**config.mk**
```make
export PLATFORM = sky130hd
export DESIGN_NAME = srbp_ctrl
export DESIGN_NICKNAME = d
export VERILOG_FILES = /design/src/design/splat_rotated_blend_painter_macros.svh /design/src/design/srbp_pkg.sv /design/src/design/srbp_ctrl.sv
export SDC_FILE = /design/constraint.sdc
export NUM_CORES = 1
export LEC_CHECK = 0
export BUFFER_PORTS_ARGS = -buffer_cell sky130_fd_sc_hd__buf_2
export CORE_UTILIZATION = 55
export CTS_CLUSTER_DIAMETER = 80
export DETAILED_ROUTE_END_ITERATION = 8
export GPL_TIMING_DRIVEN = 1
export PLACE_DENSITY = 0.79
export SYNTH_ARGS = -nofsm -noshare
export SYNTH_HDL_FRONTEND = slang
export SYNTH_SLANG_ARGS = --single-unit
```
**constraint.sdc**
```tcl
create_clock -name clk_i -period 1.9 [get_ports clk_i]
set_input_delay 0.285 -clock clk_i [delete_from_list [all_inputs] [get_ports clk_i]]
set_output_delay 0.285 -clock clk_i [all_outputs]
set_load 0.05 [all_outputs]
```
**src/design/splat_rotated_blend_painter_macros.svh**
```systemverilog
// assertion macros used by the painter datapath
`ifndef SPLAT_ROTATED_BLEND_PAINTER_MACROS_SVH
`define SPLAT_ROTATED_BLEND_PAINTER_MACROS_SVH

// condition that must hold at every clock edge outside reset
`define SRBP_ASSERT_HOLDS(label, clk, rst_n, cond, msg) \
  label: assert property (@(posedge clk) disable iff (!rst_n) (cond)) \
    else $error(msg);

// consequence that must hold in the cycle after the antecedent
`define SRBP_ASSERT_NEXT(label, clk, rst_n, ante, cons, msg) \
  label: assert property (@(posedge clk) disable iff (!rst_n) (ante) |=> (cons)) \
    else $error(msg);

`endif

```
**src/design/srbp_pkg.sv**
```systemverilog
// types, command codes and sine table for the splat painter
`timescale 1ns / 1ps
package srbp_pkg;

  // width of a signed target coordinate
  localparam int PW = 14;

  typedef enum logic [4:0] {
    ST_CLEAR, ST_IDLE, ST_CHECK, ST_SIN, ST_COS,
    ST_DIVY_INIT, ST_DIVY, ST_CAPY, ST_DIVX_INIT, ST_DIVX, ST_CAPX,
    ST_SQX, ST_SQY, ST_ROOT_INIT, ST_ROOT, ST_DSEL,
    ST_ROT_A, ST_ROT_B, ST_TX, ST_ROT_C, ST_ROT_D, ST_TY,
    ST_ADDR, ST_MEM_RD, ST_BLEND, ST_WRITE, ST_NEXT,
    ST_RES_ZERO, ST_RD_ADDR, ST_RD_MEM, ST_RES_READ
  } ctl_state_e;

  typedef enum logic [4:0] {
    OP_NONE, OP_CLEAR, OP_LOAD, OP_SIN, OP_COS,
    OP_DIV_INIT_Y, OP_DIV_INIT_X, OP_DIV_STEP, OP_CAP_Y, OP_CAP_X,
    OP_SQ_X, OP_SQ_Y, OP_ROOT_INIT, OP_ROOT_STEP, OP_DSEL,
    OP_ROT_A, OP_ROT_B, OP_TX, OP_ROT_C, OP_ROT_D, OP_TY,
    OP_ADDR, OP_MEM_RD, OP_BLEND, OP_WRITE, OP_NEXT,
    OP_RD_ADDR, OP_RES_ZERO, OP_RES_READ
  } dp_op_e;

  typedef struct packed {
    dp_op_e op;
  } dp_cmd_t;

  typedef struct packed {
    logic clear_done;
    logic div_last;
    logic root_last;
    logic blend_last;
    logic col_last;
    logic row_last;
    logic box_empty;
    logic in_image;
  } dp_status_t;

  typedef logic [14:0] qsin_tab_t [0:90];

  // quarter-wave sine in q1.14, evaluated at elaboration only
  function automatic qsin_tab_t build_qsin();
    qsin_tab_t   tab;
    logic [63:0] x;
    logic [63:0] x2;
    logic [63:0] term;
    logic signed [63:0] sum;
    for (int k = 0; k <= 90; k++) begin
      x    = 64'(k) * 64'd18740330;
      x2   = (x * x) >> 30;
      term = x;
      sum  = $signed(x);
      for (int i = 1; i <= 8; i++) begin
        term = (term * x2) >> 30;
        unique case (i)
          1:       term = term / 64'd6;
          2:       term = term / 64'd20;
          3:       term = term / 64'd42;
          4:       term = term / 64'd72;
          5:       term = term / 64'd110;
          6:       term = term / 64'd156;
          7:       term = term / 64'd210;
          default: term = term / 64'd272;
        endcase
        if ((i % 2) == 1) sum = sum - $signed(term);
        else sum = sum + $signed(term);
      end
      if (sum < 0) sum = 64'sd0;
      tab[k] = 15'((64'(sum) + 64'd32768) >> 16);
    end
    return tab;
  endfunction

  localparam qsin_tab_t QSIN_TAB = build_qsin();

  // sine of a whole degree count below 360, q1.14
  function automatic logic signed [15:0] sine_lookup(input logic [8:0] deg);
    logic [6:0]  idx;
    logic        neg;
    logic [14:0] mag;
    priority if (deg <= 9'd90) begin
      idx = deg[6:0];
      neg = 1'b0;
    end else if (deg <= 9'd180) begin
      idx = 7'(9'd180 - deg);
      neg = 1'b0;
    end else if (deg <= 9'd270) begin
      idx = 7'(deg - 9'd180);
      neg = 1'b1;
    end else begin
      idx = 7'(9'd360 - deg);
      neg = 1'b1;
    end
    mag = QSIN_TAB[idx];
    return neg ? -$signed({1'b0, mag}) : $signed({1'b0, mag});
  endfunction

endpackage

```
**src/design/srbp_ctrl.sv**
```systemverilog
// sequencer for the splat painter: clear, read and per-pixel paint steps
`timescale 1ns / 1ps
module srbp_ctrl
  import srbp_pkg::*;
(
  input  logic       clk_i,
  input  logic       rst_ni,
  input  logic       start,
  input  logic       kind_i,
  input  dp_status_t status_i,
  output dp_cmd_t    cmd_o,
  output logic       busy
);

  ctl_state_e state_q, state_d;

  always_ff @(posedge clk_i or negedge rst_ni) begin
    if (!rst_ni) begin
      state_q <= ST_CLEAR;
    end else begin
      state_q <= state_d;
    end
  end

  always_comb begin
    state_d = state_q;
    unique case (state_q)
      ST_CLEAR:     if (status_i.clear_done) state_d = ST_IDLE;
      ST_IDLE:      if (start) state_d = kind_i ? ST_RD_ADDR : ST_CHECK;
      ST_CHECK:     state_d = status_i.box_empty ? ST_RES_ZERO : ST_SIN;
      ST_SIN:       state_d = ST_COS;
      ST_COS:       state_d = ST_DIVY_INIT;
      ST_DIVY_INIT: state_d = ST_DIVY;
      ST_DIVY:      if (status_i.div_last) state_d = ST_CAPY;
      ST_CAPY:      state_d = ST_DIVX_INIT;
      ST_DIVX_INIT: state_d = ST_DIVX;
      ST_DIVX:      if (status_i.div_last) state_d = ST_CAPX;
      ST_CAPX:      state_d = ST_SQX;
      ST_SQX:       state_d = ST_SQY;
      ST_SQY:       state_d = ST_ROOT_INIT;
      ST_ROOT_INIT: state_d = ST_ROOT;
      ST_ROOT:      if (status_i.root_last) state_d = ST_DSEL;
      ST_DSEL:      state_d = ST_ROT_A;
      ST_ROT_A:     state_d = ST_ROT_B;
      ST_ROT_B:     state_d = ST_TX;
      ST_TX:        state_d = ST_ROT_C;
      ST_ROT_C:     state_d = ST_ROT_D;
      ST_ROT_D:     state_d = ST_TY;
      ST_TY:        state_d = ST_ADDR;
      ST_ADDR:      state_d = status_i.in_image ? ST_MEM_RD : ST_NEXT;
      ST_MEM_RD:    state_d = ST_BLEND;
      ST_BLEND:     if (status_i.blend_last) state_d = ST_WRITE;
      ST_WRITE:     state_d = ST_NEXT;
      ST_NEXT: begin
        if (!status_i.col_last) state_d = ST_DIVX_INIT;
        else if (!status_i.row_last) state_d = ST_DIVY_INIT;
        else state_d = ST_RES_ZERO;
      end
      ST_RES_ZERO:  state_d = ST_IDLE;
      ST_RD_ADDR:   state_d = ST_RD_MEM;
      ST_RD_MEM:    state_d = ST_RES_READ;
      ST_RES_READ:  state_d = ST_IDLE;
      default:      state_d = ST_CLEAR;
    endcase
  end

  always_comb begin
    cmd_o.op = OP_NONE;
    unique case (state_q)
      ST_CLEAR:     cmd_o.op = OP_CLEAR;
      ST_IDLE:      cmd_o.op = start ? OP_LOAD : OP_NONE;
      ST_CHECK:     cmd_o.op = OP_NONE;
      ST_SIN:       cmd_o.op = OP_SIN;
      ST_COS:       cmd_o.op = OP_COS;
      ST_DIVY_INIT: cmd_o.op = OP_DIV_INIT_Y;
      ST_DIVY:      cmd_o.op = OP_DIV_STEP;
      ST_CAPY:      cmd_o.op = OP_CAP_Y;
      ST_DIVX_INIT: cmd_o.op = OP_DIV_INIT_X;
      ST_DIVX:      cmd_o.op = OP_DIV_STEP;
      ST_CAPX:      cmd_o.op = OP_CAP_X;
      ST_SQX:       cmd_o.op = OP_SQ_X;
      ST_SQY:       cmd_o.op = OP_SQ_Y;
      ST_ROOT_INIT: cmd_o.op = OP_ROOT_INIT;
      ST_ROOT:      cmd_o.op = OP_ROOT_STEP;
      ST_DSEL:      cmd_o.op = OP_DSEL;
      ST_ROT_A:     cmd_o.op = OP_ROT_A;
      ST_ROT_B:     cmd_o.op = OP_ROT_B;
      ST_TX:        cmd_o.op = OP_TX;
      ST_ROT_C:     cmd_o.op = OP_ROT_C;
      ST_ROT_D:     cmd_o.op = OP_ROT_D;
      ST_TY:        cmd_o.op = OP_TY;
      ST_ADDR:      cmd_o.op = OP_ADDR;
      ST_MEM_RD:    cmd_o.op = OP_MEM_RD;
      ST_BLEND:     cmd_o.op = OP_BLEND;
      ST_WRITE:     cmd_o.op = OP_WRITE;
      ST_NEXT:      cmd_o.op = OP_NEXT;
      ST_RES_ZERO:  cmd_o.op = OP_RES_ZERO;
      ST_RD_ADDR:   cmd_o.op = OP_RD_ADDR;
      ST_RD_MEM:    cmd_o.op = OP_MEM_RD;
      ST_RES_READ:  cmd_o.op = OP_RES_READ;
      default:      cmd_o.op = OP_NONE;
    endcase
  end

  assign busy = (state_q != ST_IDLE);

endmodule

```
==> impl_metrics.toml <==
[timing]
timing.final.ws_setup_ns = -0.04138
rsz0062_at_grt = "yes"
finalHoldViolCount = 0
slew_headroom_pct = 71.05
maxSlewViolCount = 0
post-route-min-period_ns = 1.941
timing.fmax_mhz = 515.1
fin_skew_ns = 0.001604
post-route-period-util_pct = 102.2
worst_pin_slew_ns = 0.4288
setup_viol = 3

[global_route]
antenna_found_initial = 0
grt_pass1_wl_um = 5106
grt_pass1_vias = 1084
grt_remaining_overflow = 0
grtUsageTotal_pct = 35.45
grt_start_max_net_pins = 14

[cells_and_area]
final_common_cell = "buf_4"
diodes = 0
drive_gt1_share_pct = 46.30
fin_util_pct = 84.60
largest_reg_flops = 5
mostFrequentLayoutCells = "21 x buf_4, 12 x buf_2, 10 x a21oi_1"
regMostFlops = "state_q"
fin_nets = 175
area_growth_pct = 37.55
reg_top3 = "state_q (5)"

[clock_network]
clockRootBuffer = "clkbuf_4"
clk_pin_slew_ns = 0.05
clk_latency_ns = 0.26
cts_tree = "built"
ctsLongestPathBuffers = 2
htree_num_levels = 1
cts_buffers = 3
clock_sinks = 5

[setup_path]
critPathTopFamily = "compound AO/OA/AOI/OAI gates"
critical_path_buf_inv_count = 1
crit_slowest_cell = "dfrtp_2"
crit_fanout = 8
r2r_slack_ns = 0
crit_type = "flip-flop to output pin"
r2r_cells = 6
reg2reg_from = "state_q[4]$_DFFE_PN0P_"
worstPathArrival_ns = 1.66
cp.required_ns = 1.62
path_cells = "and2_1, o21ai_1, o41ai_2, a211oi_2, buf_6"
cp.depth = 5
end_kind = "output pin"
cpPeakStageDelay_ns = 0.48
cp-start-kind = "flip-flop"
rr_endpoint = "state_q[0]$_DFFE_PN0P_"

[yosys]
syn_area_per_cell_um2 = 7.402
ys_warn_count = 0
synth_edf_count = 0
synth_fp_nets = 143
netlist_instances = 131
ys.flop_type = "dfrtp_1"
synthDistinctLibCells = 60
seq_area_frac_synth_pct = 12.90
synthArstFlopShare_pct = 100.0
ys_ff_latch = 5
syn_area_um2 = 969.7

[placement]
portBuffers = 17
dp_slack_ns = 0.02412
hpwl_um = 2142
place_congestion = 0.9035

[route]
drtPass1Iterations = 6
viasPerCell = 7.607
routed_wl_um = 3657
postRouteAntennaNets = 0
avgRoutedWirePerCell_um = 20.54
drc_errors = 1
drt-initial-drc-count = 109
routed-via-count = 1354

[die]
initial_core_util_pct = 61.51
die_w_um = 43.99
num_rows = 14
fp.dieArea_um2 = 1935
pin_count = 18
die_h_um = 43.99
coreArea_um2 = 1577

[status]
violations = "design-rule violations, negative setup slack"
status = "finished with violations"

[flow_run]
cap_viol_max_count = 0

[min_path]
hp-class = "input port to asynchronous set/reset pin"
==> stage by stage <==
step / setup TNS, ns / cells / area, um^2 / hold WS (ns)
2_1_floorplan: -0.2158 / 131 / 992.2 / -0.01059
3_3_place_gp: 0 / 163 / 1127 / 0.1074
3_5_place_dp: 0 / 163 / 1127 / 0.1143
4_1_cts: -0.002848 / 173 / 1245 / 0.3502
5_1_grt: -0.1653 / 178 / 1334 / 0.3843
6_report: -0.07043 / 178 / 1334 / 0.3650
==> cells in the mapped netlist (all sizes together) (2+ instances only) <==
cell	count	area [um^2]
inv	6	22.52
a31oi	4	25.02
o211ai	2	15.01
o21ai	12	60.05
nand2	8	30.03
a221oi	2	17.52
a41oi	2	17.52
buf	15	87.58
nor3b	2	15.01
o311ai	2	17.52
and4	3	28.78
a21oi	12	60.06
nor4bb	2	20.02
nor3	3	20.02
nor2b	4	25.02
nand3b	2	15.01
nand2b	6	52.55
nor2	3	11.26
nand3	3	20.02
dfrtp	5	125.1
o22ai	2	12.51
a211oi	2	15.01
==> metal layers <==
metal,global-route usage [%],part of all wire [%]
met4,10.91,4.8
met2,57.61,46
met3,2.917,12
met1,49.87,37
met5,0,0
==> final cells by class <==
cell class	instances	area, um^2
multi-input combinational	105	812.0
inverter	6	25.02
fill	95	242.7
sequential	5	131.4
clock buffer	4	26.28
tap	16	20.02
timing repair buffer	42	319.1
==> worst reg2reg max path, cell delays in order, from the launching register on <==
cell	delay (ns)
dfrtp_2	0.48
buf_4	0.18
buf_12	0.13
or2_2	0.31
o311a_1	0.30
and4_1	0.22
nor3_2	0.19
==> cell families (layout without fill, tap and decap cells) <==
kind of cell | Yosys count | count (layout) | share of synthesized area (%)
compound gates | 57 | 57 | 40.52
xor+xnor | 1 | 1 | 0.9034
buf+inv | 21 | 52 | 11.35
flops | 5 | 5 | 12.90
mux | 1 | 1 | 1.032
simple gates | 46 | 46 | 33.29
==> worst max path at each step <==
stage	from	to	slack (ns)
2_1_floorplan	state_q[2]$_DFFE_PN0P_	cmd_o[0]	-0.21
3_3_place_gp	state_q[1]$_DFFE_PN0P_	cmd_o[3]	0.06
3_5_place_dp	state_q[1]$_DFFE_PN0P_	cmd_o[3]	0.02
4_1_cts	state_q[0]$_DFFE_PN0P_	cmd_o[0]	-0.003
5_1_grt	state_q[2]$_DFFE_PN0P_	cmd_o[0]	-0.06
6_report	state_q[2]$_DFFE_PN0P_	cmd_o[0]	-0.04
==> repair_timing <==
action                     4_1_cts  5_1_grt
pin swaps                        1        6
buffers inserted                 5        5
gates resized for setup         15       24
setup endpoints to repair        6        8
hold buffers                     1        0
hold endpoints to repair         5        0
Power is left out: the tool's default activity adds up to more than one toggle a clock period on the data nets, which glitch-free logic cannot reach.
